### src/hw/rtl/mbpc_pkg.sv
// ----------------------------------------------------------------------------
// mbpc_pkg
// Shared types and constants for the multi-button press classifier.
// ----------------------------------------------------------------------------
package mbpc_pkg;

   // field widths fixed by the interface
   localparam int PRESS_W  = 8;
   localparam int MODE_W   = 8;
   localparam int CODES_W  = 16;
   localparam int CODE_W   = 2;
   localparam int THR_W    = 16;
   localparam int CSR_IDX_W = 8;

   // most lanes that can reach the code vector
   localparam int MAX_LANES = CODES_W / CODE_W;

   // parameter defaults
   localparam int BUTTONS_DEF  = 8;
   localparam int CNT_BITS_DEF = 16;

   // register map
   localparam logic [CSR_IDX_W-1:0] REG_SHORT_THR = CSR_IDX_W'(0);
   localparam logic [CSR_IDX_W-1:0] REG_LONG_THR  = CSR_IDX_W'(1);

   localparam logic [THR_W-1:0] SHORT_THR_RST = THR_W'(50);
   localparam logic [THR_W-1:0] LONG_THR_RST  = THR_W'(500);

   // press modes
   localparam logic [MODE_W-1:0] MODE_SHORT_A = MODE_W'(8'h00);
   localparam logic [MODE_W-1:0] MODE_SHORT_B = MODE_W'(8'h01);
   localparam logic [MODE_W-1:0] MODE_LONG_A  = MODE_W'(8'h02);
   localparam logic [MODE_W-1:0] MODE_LONG_B  = MODE_W'(8'h03);

   // request codes
   localparam logic [CODE_W-1:0] CODE_IDLE  = 2'h0;
   localparam logic [CODE_W-1:0] CODE_SHORT = 2'h1;
   localparam logic [CODE_W-1:0] CODE_LONG  = 2'h2;
   localparam logic [CODE_W-1:0] CODE_STUCK = 2'h3;

   typedef enum logic [1:0] {
      PH_POLL  = 2'd0,
      PH_SHORT = 2'd1,
      PH_LONG  = 2'd2,
      PH_STUCK = 2'd3
   } phase_type;

   typedef struct packed {
      logic [THR_W-1:0] short_thr;
      logic [THR_W-1:0] long_thr;
   } thr_cfg_type;

endpackage

### src/hw/rtl/mbpc_lane.sv
// ----------------------------------------------------------------------------
// mbpc_lane
// One button: phase machine, hold counter and last request code.
// ----------------------------------------------------------------------------
module mbpc_lane
   import mbpc_pkg::*;
#(
   parameter int COUNTER_BITS = CNT_BITS_DEF
) (
   input  logic              clock,
   input  logic              reset,
   input  logic              step,
   input  logic              held,
   input  logic [MODE_W-1:0] mode,
   input  thr_cfg_type       cfg,
   output logic [CODE_W-1:0] code_next
);

   localparam int CMP_W = (COUNTER_BITS > THR_W) ? COUNTER_BITS : THR_W;

   phase_type               phase_ff, phase_in;
   logic [COUNTER_BITS-1:0] count_ff, count_in;
   logic [CODE_W-1:0]       code_ff, code_in;

   logic [COUNTER_BITS-1:0] count_inc;
   logic [CMP_W-1:0]        count_ext;
   logic                    below_short;
   logic                    below_long;
   logic                    mode_short;
   logic                    mode_long;

   assign count_inc   = count_ff + COUNTER_BITS'(1);
   assign count_ext   = CMP_W'(count_inc);
   assign below_short = count_ext < CMP_W'(cfg.short_thr);
   assign below_long  = count_ext < CMP_W'(cfg.long_thr);
   assign mode_short  = (mode == MODE_SHORT_A) || (mode == MODE_SHORT_B);
   assign mode_long   = (mode == MODE_LONG_A) || (mode == MODE_LONG_B);

   always_comb begin
      phase_in = phase_ff;
      count_in = count_ff;
      code_in  = code_ff;
      unique case (phase_ff)
         PH_POLL: begin
            if (held && mode_short) begin
               phase_in = PH_SHORT;
            end else if (held && mode_long) begin
               phase_in = PH_LONG;
            end
         end
         PH_SHORT: begin
            count_in = count_inc;
            code_in  = CODE_IDLE;
            if (!below_short) begin
               phase_in = PH_LONG;
            end else if (!held) begin
               code_in  = CODE_SHORT;
               count_in = '0;
               phase_in = PH_POLL;
            end
         end
         PH_LONG: begin
            count_in = count_inc;
            code_in  = CODE_IDLE;
            if (!below_long) begin
               count_in = '0;
               if (held) begin
                  code_in  = CODE_STUCK;
                  phase_in = PH_STUCK;
               end else begin
                  phase_in = PH_POLL;
               end
            end else if (held) begin
               code_in = CODE_LONG;
            end else begin
               count_in = '0;
               phase_in = PH_POLL;
            end
         end
         PH_STUCK: begin
            code_in = CODE_STUCK;
         end
         default: begin
            phase_in = PH_POLL;
         end
      endcase
   end

   always_ff @(posedge clock) begin
      if (reset) begin
         phase_ff <= PH_POLL;
         count_ff <= '0;
         code_ff  <= CODE_IDLE;
      end else if (step) begin
         phase_ff <= phase_in;
         count_ff <= count_in;
         code_ff  <= code_in;
      end
   end

   assign code_next = code_in;

`ifndef SYNTHESIS
   a_stuck_holds: assert property (@(posedge clock) disable iff (reset)
      phase_ff == PH_STUCK |=> phase_ff == PH_STUCK)
      else $error("lane left stuck phase");

   a_poll_count_zero: assert property (@(posedge clock) disable iff (reset)
      phase_ff == PH_POLL |-> count_ff == '0)
      else $error("hold counter not cleared while polling");

   a_stuck_code: assert property (@(posedge clock) disable iff (reset)
      (code_ff == CODE_STUCK) == (phase_ff == PH_STUCK))
      else $error("stuck code out of step with phase");
`endif

endmodule

### src/hw/rtl/mbpc_merge.sv
// ----------------------------------------------------------------------------
// mbpc_merge
// Packs the lane codes into one word and buffers it in an output register
// with a skid stage.
// ----------------------------------------------------------------------------
module mbpc_merge
   import mbpc_pkg::*;
#(
   parameter int LANES = MAX_LANES
) (
   input  logic                          clock,
   input  logic                          reset,
   input  logic                          push,
   input  logic [LANES-1:0][CODE_W-1:0]  codes,
   output logic                          full,
   output logic                          rsp_valid,
   input  logic                          rsp_stall,
   output logic [CODES_W-1:0]            rsp_request_codes
);

   logic [CODES_W-1:0] packed_word;
   logic               out_valid_ff, out_valid_in;
   logic [CODES_W-1:0] out_data_ff, out_data_in;
   logic               skid_valid_ff, skid_valid_in;
   logic [CODES_W-1:0] skid_data_ff, skid_data_in;
   logic               take;

   always_comb begin
      packed_word = '0;
      for (int i = 0; i < LANES; i++) begin
         packed_word[CODE_W*i +: CODE_W] = codes[i];
      end
   end

   assign take = out_valid_ff && !rsp_stall;

   always_comb begin
      out_valid_in  = out_valid_ff;
      out_data_in   = out_data_ff;
      skid_valid_in = skid_valid_ff;
      skid_data_in  = skid_data_ff;
      if (!out_valid_ff || take) begin
         // no push arrives while the skid word is held
         if (skid_valid_ff) begin
            out_data_in   = skid_data_ff;
            out_valid_in  = 1'b1;
            skid_valid_in = 1'b0;
         end else if (push) begin
            out_data_in  = packed_word;
            out_valid_in = 1'b1;
         end else begin
            out_valid_in = 1'b0;
         end
      end else if (push) begin
         skid_data_in  = packed_word;
         skid_valid_in = 1'b1;
      end
   end

   always_ff @(posedge clock) begin
      if (reset) begin
         out_valid_ff  <= 1'b0;
         skid_valid_ff <= 1'b0;
      end else begin
         out_valid_ff  <= out_valid_in;
         skid_valid_ff <= skid_valid_in;
      end
   end

   always_ff @(posedge clock) begin
      out_data_ff  <= out_data_in;
      skid_data_ff <= skid_data_in;
   end

   assign full              = skid_valid_ff;
   assign rsp_valid         = out_valid_ff;
   assign rsp_request_codes = out_data_ff;

`ifndef SYNTHESIS
   a_skid_behind_out: assert property (@(posedge clock) disable iff (reset)
      skid_valid_ff |-> out_valid_ff)
      else $error("skid word held with empty output register");

   a_skid_fill: assert property (@(posedge clock) disable iff (reset)
      $rose(skid_valid_ff) |-> $past(out_valid_ff && rsp_stall && push))
      else $error("skid filled without a stalled output");

   a_push_lands: assert property (@(posedge clock) disable iff (reset)
      push && !out_valid_ff |=> out_valid_ff && !skid_valid_ff)
      else $error("word pushed into empty buffer did not land");
`endif

endmodule

### src/hw/rtl/multi_button_press_classifier.sv
// ----------------------------------------------------------------------------
// multi_button_press_classifier
// Per-button short/long/stuck press classifier, one lane per button, codes
// merged into one packed word per tick.
//
//   channel | direction | handshake             | payload
//   req     | in        | req_valid / req_stall | req_button_pressed, req_press_mode
//   rsp     | out       | rsp_valid / rsp_stall | rsp_request_codes
//   csr     | in        | csr_write_enable      | csr_index, csr_write_data
//
// One word per cycle while req_stall is low: every lane updates its phase and
// counter in the cycle the word is taken, and the packed codes are registered
// in a two-entry output buffer (register plus skid) before they reach rsp; the
// buffer keeps req moving while rsp stalls, and req_stall rises only once both
// are full. Synchronous reset puts every lane in polling with a zero counter
// and idle code, and loads the threshold reset values.
// ----------------------------------------------------------------------------
module multi_button_press_classifier
   import mbpc_pkg::*;
#(
   parameter int BUTTONS      = BUTTONS_DEF,
   parameter int COUNTER_BITS = CNT_BITS_DEF
) (
   input  logic                 clock,
   input  logic                 reset,
   input  logic                 req_valid,
   output logic                 req_stall,
   input  logic [PRESS_W-1:0]   req_button_pressed,
   input  logic [MODE_W-1:0]    req_press_mode,
   output logic                 rsp_valid,
   input  logic                 rsp_stall,
   output logic [CODES_W-1:0]   rsp_request_codes,
   input  logic                 csr_write_enable,
   input  logic [CSR_IDX_W-1:0] csr_index,
   input  logic [THR_W-1:0]     csr_write_data
);

   // buttons past the code vector never reach the output
   localparam int LANES = (BUTTONS < MAX_LANES) ? BUTTONS : MAX_LANES;

   thr_cfg_type                 cfg_ff, cfg_in;
   logic                        accept;
   logic                        full;
   logic [LANES-1:0][CODE_W-1:0] lane_codes;

   always_comb begin
      cfg_in = cfg_ff;
      if (csr_write_enable) begin
         if (csr_index == REG_SHORT_THR) begin
            cfg_in.short_thr = csr_write_data;
         end else if (csr_index == REG_LONG_THR) begin
            cfg_in.long_thr = csr_write_data;
         end
      end
   end

   always_ff @(posedge clock) begin
      if (reset) begin
         cfg_ff.short_thr <= SHORT_THR_RST;
         cfg_ff.long_thr  <= LONG_THR_RST;
      end else begin
         cfg_ff <= cfg_in;
      end
   end

   assign req_stall = full;
   assign accept    = req_valid && !full;

   for (genvar i = 0; i < LANES; i++) begin : g_lane
      mbpc_lane #(
         .COUNTER_BITS (COUNTER_BITS)
      ) u_lane (
         .clock     (clock),
         .reset     (reset),
         .step      (accept),
         .held      (req_button_pressed[i]),
         .mode      (req_press_mode),
         .cfg       (cfg_ff),
         .code_next (lane_codes[i])
      );
   end

   mbpc_merge #(
      .LANES (LANES)
   ) u_merge (
      .clock             (clock),
      .reset             (reset),
      .push              (accept),
      .codes             (lane_codes),
      .full              (full),
      .rsp_valid         (rsp_valid),
      .rsp_stall         (rsp_stall),
      .rsp_request_codes (rsp_request_codes)
   );

endmodule

### config.mk
export PLATFORM = sky130hd
export DESIGN_NAME = multi_button_press_classifier
export DESIGN_NICKNAME = d
export VERILOG_FILES = /design/src/hw/rtl/mbpc_pkg.sv /design/src/hw/rtl/mbpc_lane.sv /design/src/hw/rtl/mbpc_merge.sv /design/src/hw/rtl/multi_button_press_classifier.sv
export SDC_FILE = /design/constraint.sdc
export NUM_CORES = 1
export LEC_CHECK = 0
export ABC_AREA = 1
export BUFFER_PORTS_ARGS = -buffer_cell sky130_fd_sc_hd__buf_2
export CORE_MARGIN = 8
export CORE_UTILIZATION = 25
export CTS_CLUSTER_DIAMETER = 100
export DETAILED_ROUTE_END_ITERATION = 7
export PLACE_DENSITY = 0.43
export SKIP_CTS_REPAIR_TIMING = 1
export SYNTH_ARGS = -nofsm -noshare
export SYNTH_HDL_FRONTEND = slang
export SYNTH_SLANG_ARGS = --single-unit
### constraint.sdc
create_clock -name clock -period 3.7 [get_ports clock]
set_input_delay 0.74 -clock clock [delete_from_list [all_inputs] [get_ports clock]]
set_output_delay 0.74 -clock clock [all_outputs]
set_load 0.01 [all_outputs]
==> results.cfg, run 1 <==
[outcome]
status = finished, final reports clean

[synthesis]
avgSynthCellArea_um2 = 7.039
yosys_warnings = 0
ys_seq_area_share_pct = 24.98
synth_top_area_cell = dfxtp_1
syn_nets = 3088
synth.top_cell.area_share_pct = 20.03
synth-seq-cells = 226
synth_cell_types = 43
synth_area_leaders = dfxtp_1 (20%), ha_1 (19%), nand2_1 (13%)
syn_inst = 2755
netlist_area_um2 = 19390

[critical_path]
r2r_cells = 17
crit_path_end_kind = flop
crit_type = reg -> reg
r2r_slack_ns = 0.47
cp.required_ns = 4.01
startpoint_type = flop
timing.rr.end = u_merge.rsp_request_codes[8]$_DFFE_PP_
cp_max_fo = 5
cp.arrival_ns = 3.54
rr_startpoint = g_lane[4].u_lane.count_ff[0]$_SDFFE_PP0P_

[floorplan]
rows = 102
die_y_um = 294.5
core_um2 = 77080
die-area_um2 = 86740
start_util_pct = 25.16
boundaryPins = 63
fp.dieW_um = 294.5

[routing]
via_count = 17600
dr.pass1.iters = 5
drc = 0
vias_per_cell = 4.529
routed_wl_mm = 63.19
drt-initial-drc-count = 865
drtAntennaViolNets = 0
routedWlPerCell_um = 16.26

[sta]
setup_violations = 0
fin_skew_ns = 0.03166
rsz0062_at_grt = false
relSlewSlack_pct = 42.14
hold_violations = 0
min_period_ns = 3.226
slew_violations = 0
fin_setup_tns_ns = 0
fin_crit_sh_pct = 87.18
worst_pin_slew_ns = 0.8670
max_freq_mhz = 310.0

[finish]
n_antenna_cell = 0
areaGrowthSynthToFinish_pct = 13.67
final_cell_area_um2 = 22040
drive_gt1_share_pct = 11.63
fin_nets = 3155

[placement]
portBuffers = 61
place_congestion = 0.8456
place.detailed.hpwl_mm = 46.05
placedInstanceArea_um2 = 21000

[min_path]
holdPathStages = 3
hold_end = cfg_ff[7]$_SDFFE_PP1P_
hp-start = csr_write_data[7]
min_path_type = in -> reg

[cts]
clk_latency_ns = 0.60
htree_levels = 1
cts_buffers = 30
clk_pin_slew_worst_paths_ns = 0.06
clock_path_buffers = 3
root_buffer = clkbuf_16
clock_sinks = 226
tritoncts = yes

[pwr]
p_per_area_nw_per_um2 = 273.2
ir_worst_vdd_uv = 338.8
p_leak_nw = 10.18

[global_route]
antenna_found_initial = 5
grt_usage_pct = 14.33
grt_max_degree = 125
grt_pass1_wl_mm = 98.32
grt_pass1_vias = 17010
gr-total-overflow = 0

[job]
maxCapViolCount = 0
-- cell type report --
type | instances | area [um^2]
fillers | 8542 | 55040
multi-input cells | 2082 | 12740
flip-flops and latches | 226 | 4845
inverters | 369 | 1385
well taps | 1040 | 1301
clock buffers | 37 | 787.0
repair buffers | 113 | 726.9
clock inverters | 19 | 261.5
-- logic make-up (layout without fill, tap and decap cells) --
group / after synthesis / count (layout) / synth area share, %
flip-flops: 226 / 226 / 24.98
buffers and inverters: 447 / 538 / 9.336
AO/OA/AOI/OAI: 466 / 466 / 13.96
AND/OR/NAND/NOR: 1254 / 1254 / 29.80
adder cells (fa/ha/maj): 288 / 288 / 18.58
XOR/XNOR: 74 / 74 / 3.342
-- Yosys cell counts, drive strengths merged --
cell and count:
nand2 686, inv 368, a21oi 295, ha 288, nor2 207, dfxtp 194
nand3 189, o21ai 119, nand4 96, xor2 66, clkbuf 49, nor3 37
edfxtp 32, buf 29, o21a 21, nand3b 16, o211ai 16, or2 9
and3 8, xnor2 8, o21bai 6, a21o 3, a31o 3, nor3b 3
nor4 3, a31oi 2, clkinv 1, o31ai 1
-- where the power goes --
group / switching (mW) / leakage (nW) / internal (mW)
clock network: 1.24 / 0.517 / 1.93
logic: 0.225 / 7.79 / 0.0889
registers: 0.0128 / 1.88 / 2.53
total: 1.47 / 10.2 / 4.55
-- per-layer routing --
metal | part of all wire (%) | track usage [%] | vias up | routed length [um]
li1 | - | - | 9272 | -
met1 | 51 | 20.70 | 7981 | 32470
met2 | 42 | 22.66 | 274 | 26860
met3 | 3.8 | 1.785 | 72 | 2430
met4 | 2.3 | 3.004 | 0 | 1434
met5 | 0 | 0 | - | 0
-- flip-flops by register name (all words and copies together), names as in the netlist --
name                       count
cfg_ff                        32
g_lane.u_lane.code_ff         16
g_lane.u_lane.count_ff       128
g_lane.u_lane.phase_ff        16
u_merge.full                   1
u_merge.rsp_request_codes     16
u_merge.rsp_valid              1
u_merge.skid_data_ff          16
-- worst max-delay path, stage by stage, from the launching register on --
cell      delay (ns)
dfxtp_1         0.43
ha_1            0.23
and3_1          0.31
nand3_1         0.16
nor2_1          0.16
nand4_1         0.09
nand2_1         0.12
inv_1           0.08
ha_1            0.27
nand2_1         0.09
o21bai_1        0.12
a21oi_1         0.09
nor2_1          0.16
nand2_2         0.11
nand2_1         0.11
nand3_1         0.11
nand2_1         0.21
o21ai_0         0.11
-- cells in the final DEF, fill, tap and decap left out, types with 5 or more instances in the layout --
cell,count
inv_1,361
clkbuf_16,30
nor2_1,195
nand2_2,15
o21ai_0,108
and3_1,8
a21oi_1,245
nor3_1,33
o211ai_1,16
bufinv_16,6
or2_2,7
nand2_1,671
nand3b_1,16
nand3_2,61
dfxtp_1,194
o21a_1,21
clkbuf_1,6
nand4_1,96
o21bai_1,6
ha_1,288
nor2_2,11
buf_2,60
o21ai_4,5
clkinv_2,9
o21ai_1,6
xnor2_1,8
inv_2,8
xor2_1,66
buf_4,50
nand3_1,128
edfxtp_1,32
a21oi_2,50
-- through the flow --
stage,std cells,setup WS [ns],utilization [%],power (mW),hold slack [ns]
floorplan,2755,1.125,-,2.783,0.4550
global placement,3830,0.4543,27.24,2.920,0.4690
detailed placement,3830,0.4324,27.24,2.919,0.4720
CTS,3886,0.4194,28.60,6.147,0.3358
global route,3886,0.1257,28.60,6.245,0.3686
finish,3886,0.4744,28.60,6.022,0.3752
-- worst max path at each step --
stage | startpoint | to | slack [ns]
floorplan | g_lane[4].u_lane.count_ff[0]$_SDFFE_PP0P_ | g_lane[4].u_lane.count_ff[4]$_SDFFE_PP0P_ | 1.12
finish | g_lane[4].u_lane.count_ff[0]$_SDFFE_PP0P_ | u_merge.rsp_request_codes[8]$_DFFE_PP_ | 0.47
CTS | g_lane[2].u_lane.count_ff[0]$_SDFFE_PP0P_ | g_lane[2].u_lane.count_ff[11]$_SDFFE_PP0P_ | 0.42
global placement | g_lane[2].u_lane.count_ff[0]$_SDFFE_PP0P_ | g_lane[2].u_lane.count_ff[11]$_SDFFE_PP0P_ | 0.45
detailed placement | g_lane[2].u_lane.count_ff[0]$_SDFFE_PP0P_ | g_lane[2].u_lane.count_ff[11]$_SDFFE_PP0P_ | 0.43
global route | g_lane[2].u_lane.count_ff[0]$_SDFFE_PP0P_ | g_lane[2].u_lane.count_ff[8]$_SDFFE_PP0P_ | 0.13
(Power assumes the default switching activity.)
==> run 2, diff against run 1 <==
- clock period: 3.7 -> 3.52 ns (I/O delays scaled with it)
==> run 2 against run 1 <==
  * Wire length increased by 0.15%
  * Hold slack improved by 0.0086 ns
  * Final cell count up 0.57%
  * Combinational power grew 6%
  * Largest power group unchanged
  * Largest cell class unchanged
  * Critical path depth shrank 3
  * Clock skew is 0.011 ns lower
  * Sequential power rose by 5%
==> results.cfg, run 2 (synthesized netlist as in run 1, its figures left out) <==
[finish]
layout.cells.most_common_list = nand2_1 (671), inv_1 (361), ha_1 (288)
drive_gt1_share_pct = 12.27
fin_nets = 3174
areaGrowthSynthToFinish_pct = 14.98
largest_reg_flops = 128
largest_registers = g_lane.u_lane.count_ff (128), cfg_ff (32)
layout_commonest_cell = nand2_1
final_cell_area_um2 = 22300
final_core_util_pct = 28.93
regMostFlops = g_lane.u_lane.count_ff
layout.cells.non_filler = 3908
n_antenna_cell = 0

[pwr]
p_seq_share_pct = 40.0
ir_worst_vdd_uv = 267.7
p_int_mw = 5.026
p_switching_mw = 1.664
p_comb_share_pct = 5.0
power_mw = 6.689
p_leak_nw = 10.30
p_per_area_nw_per_um2 = 300.0
switching_share_pct = 24.87
p_clk_share_pct = 55.0

[placement]
dpl.cell_count = 3843
placedInstanceArea_um2 = 21080
dp_slack_ns = 0.1268
portBuffers = 61
place_congestion = 0.8193
place.detailed.hpwl_mm = 46.51

[sta]
rsz0062_at_grt = false
fin_skew_ns = 0.02057
whs_ns = 0.3839
max_freq_mhz = 315.2
relSlewSlack_pct = 37.30
hold_violations = 0
fin_setup_tns_ns = 0
setup_violations = 0
slew_violations = 0
fin_crit_sh_pct = 90.13
setup_slack_ns = 0.3476
worst_pin_slew_ns = 0.9382
min_period_ns = 3.172

[routing]
drc = 0
drt-initial-drc-count = 898
routedWlPerCell_um = 16.19
via_count = 17540
vias_per_cell = 4.489
dr.pass1.iters = 5
drtAntennaViolNets = 0
routed_wl_mm = 63.29

[critical_path]
cp.required_ns = 3.97
startpoint_type = flop
cp_max_fo = 16
crit_path_end_kind = flop
cp.arrival_ns = 3.62
crit_type = reg -> reg

[floorplan]
boundaryPins = 63
fp.dieW_um = 294.5
die_y_um = 294.5
die-area_um2 = 86740
core_um2 = 77080
rows = 102
start_util_pct = 25.16

[global_route]
grt_pass1_vias = 17020
antenna_found_initial = 4
grt_usage_pct = 14.51
gr-total-overflow = 0
grt_max_degree = 125
grt_pass1_wl_mm = 99.27

[cts]
clk_latency_ns = 0.55
htree_levels = 2
cts_buffers = 36
clock_path_buffers = 3
tritoncts = yes
root_buffer = clkbuf_16
clk_pin_slew_worst_paths_ns = 0.05
clock_sinks = 226

[min_path]
min_path_type = in -> reg

[outcome]
status = finished, final reports clean

[job]
maxCapViolCount = 0
## run 2: cell count changes in the layout (fill, tap and decap cells not counted), moves of 2 or more
cell and change:
clkbuf_16 +7, buf_4 +14, clkbuf_8 +4, clkinvlp_4 +3
bufinv_16 -3, clkinv_2 -7, inv_6 +3, clkbuf_1 +2
## run 2: layer usage
metal  vias up  wire length [um]  GRT usage, %
met4         0               901         2.513
met1      7885             31670         20.44
met3        58              2927         2.440
li1       9335                 -             -
met5         -                 0             0
met2       266             27790         23.34
## run 2: layout make-up
class	instances	area, um^2
fillers	8580	54790
multi-input cells	2082	12750
flip-flops and latches	226	4845
inverters	369	1385
well taps	1040	1301
clock buffers	50	1025
repair buffers	126	812.0
clock inverters	15	177.7
## run 2: worst paths after layout
| kind | to | start | slack (ns) | depth (start not counted) |
|---|---|---|---|---|
| min | cfg_ff[7]$_SDFFE_PP1P_ | csr_write_data[7] | 0.38 | 3 |
| max | g_lane[1].u_lane.count_ff[1]$_SDFFE_PP0P_ | g_lane[1].u_lane.count_ff[0]$_SDFFE_PP0P_ | 0.35 | 14 |
| min reg2reg | g_lane[0].u_lane.count_ff[15]$_SDFFE_PP0P_ | g_lane[0].u_lane.count_ff[15]$_SDFFE_PP0P_ | 0.48 | 2 |
| max reg2reg | g_lane[1].u_lane.count_ff[1]$_SDFFE_PP0P_ | g_lane[1].u_lane.count_ff[0]$_SDFFE_PP0P_ | 0.35 | 14 |
## run 2: power by group through the flow
stage | clock network (mW) | registers [mW] | logic, mW
floorplan | 0 | 2.74 | 0.184
global placement | 0 | 2.73 | 0.339
detailed placement | 0 | 2.73 | 0.339
CTS | 3.81 | 2.68 | 0.340
global route | 3.91 | 2.68 | 0.371
finish | 3.68 | 2.68 | 0.333
## run 2: worst max-delay path, cell delays in order (launching register included)
cell and delay, ns:
dfxtp_1 0.39, inv_2 0.08, nor3_4 0.26, nand3_1 0.16
nor2_1 0.16, xor2_1 0.37, ha_1 0.32, a21oi_1 0.16
o21ai_0 0.09, nor2_1 0.27, nand3_2 0.40, nand3b_1 0.21
nand3_1 0.08, nand2_1 0.08, inv_1 0.04
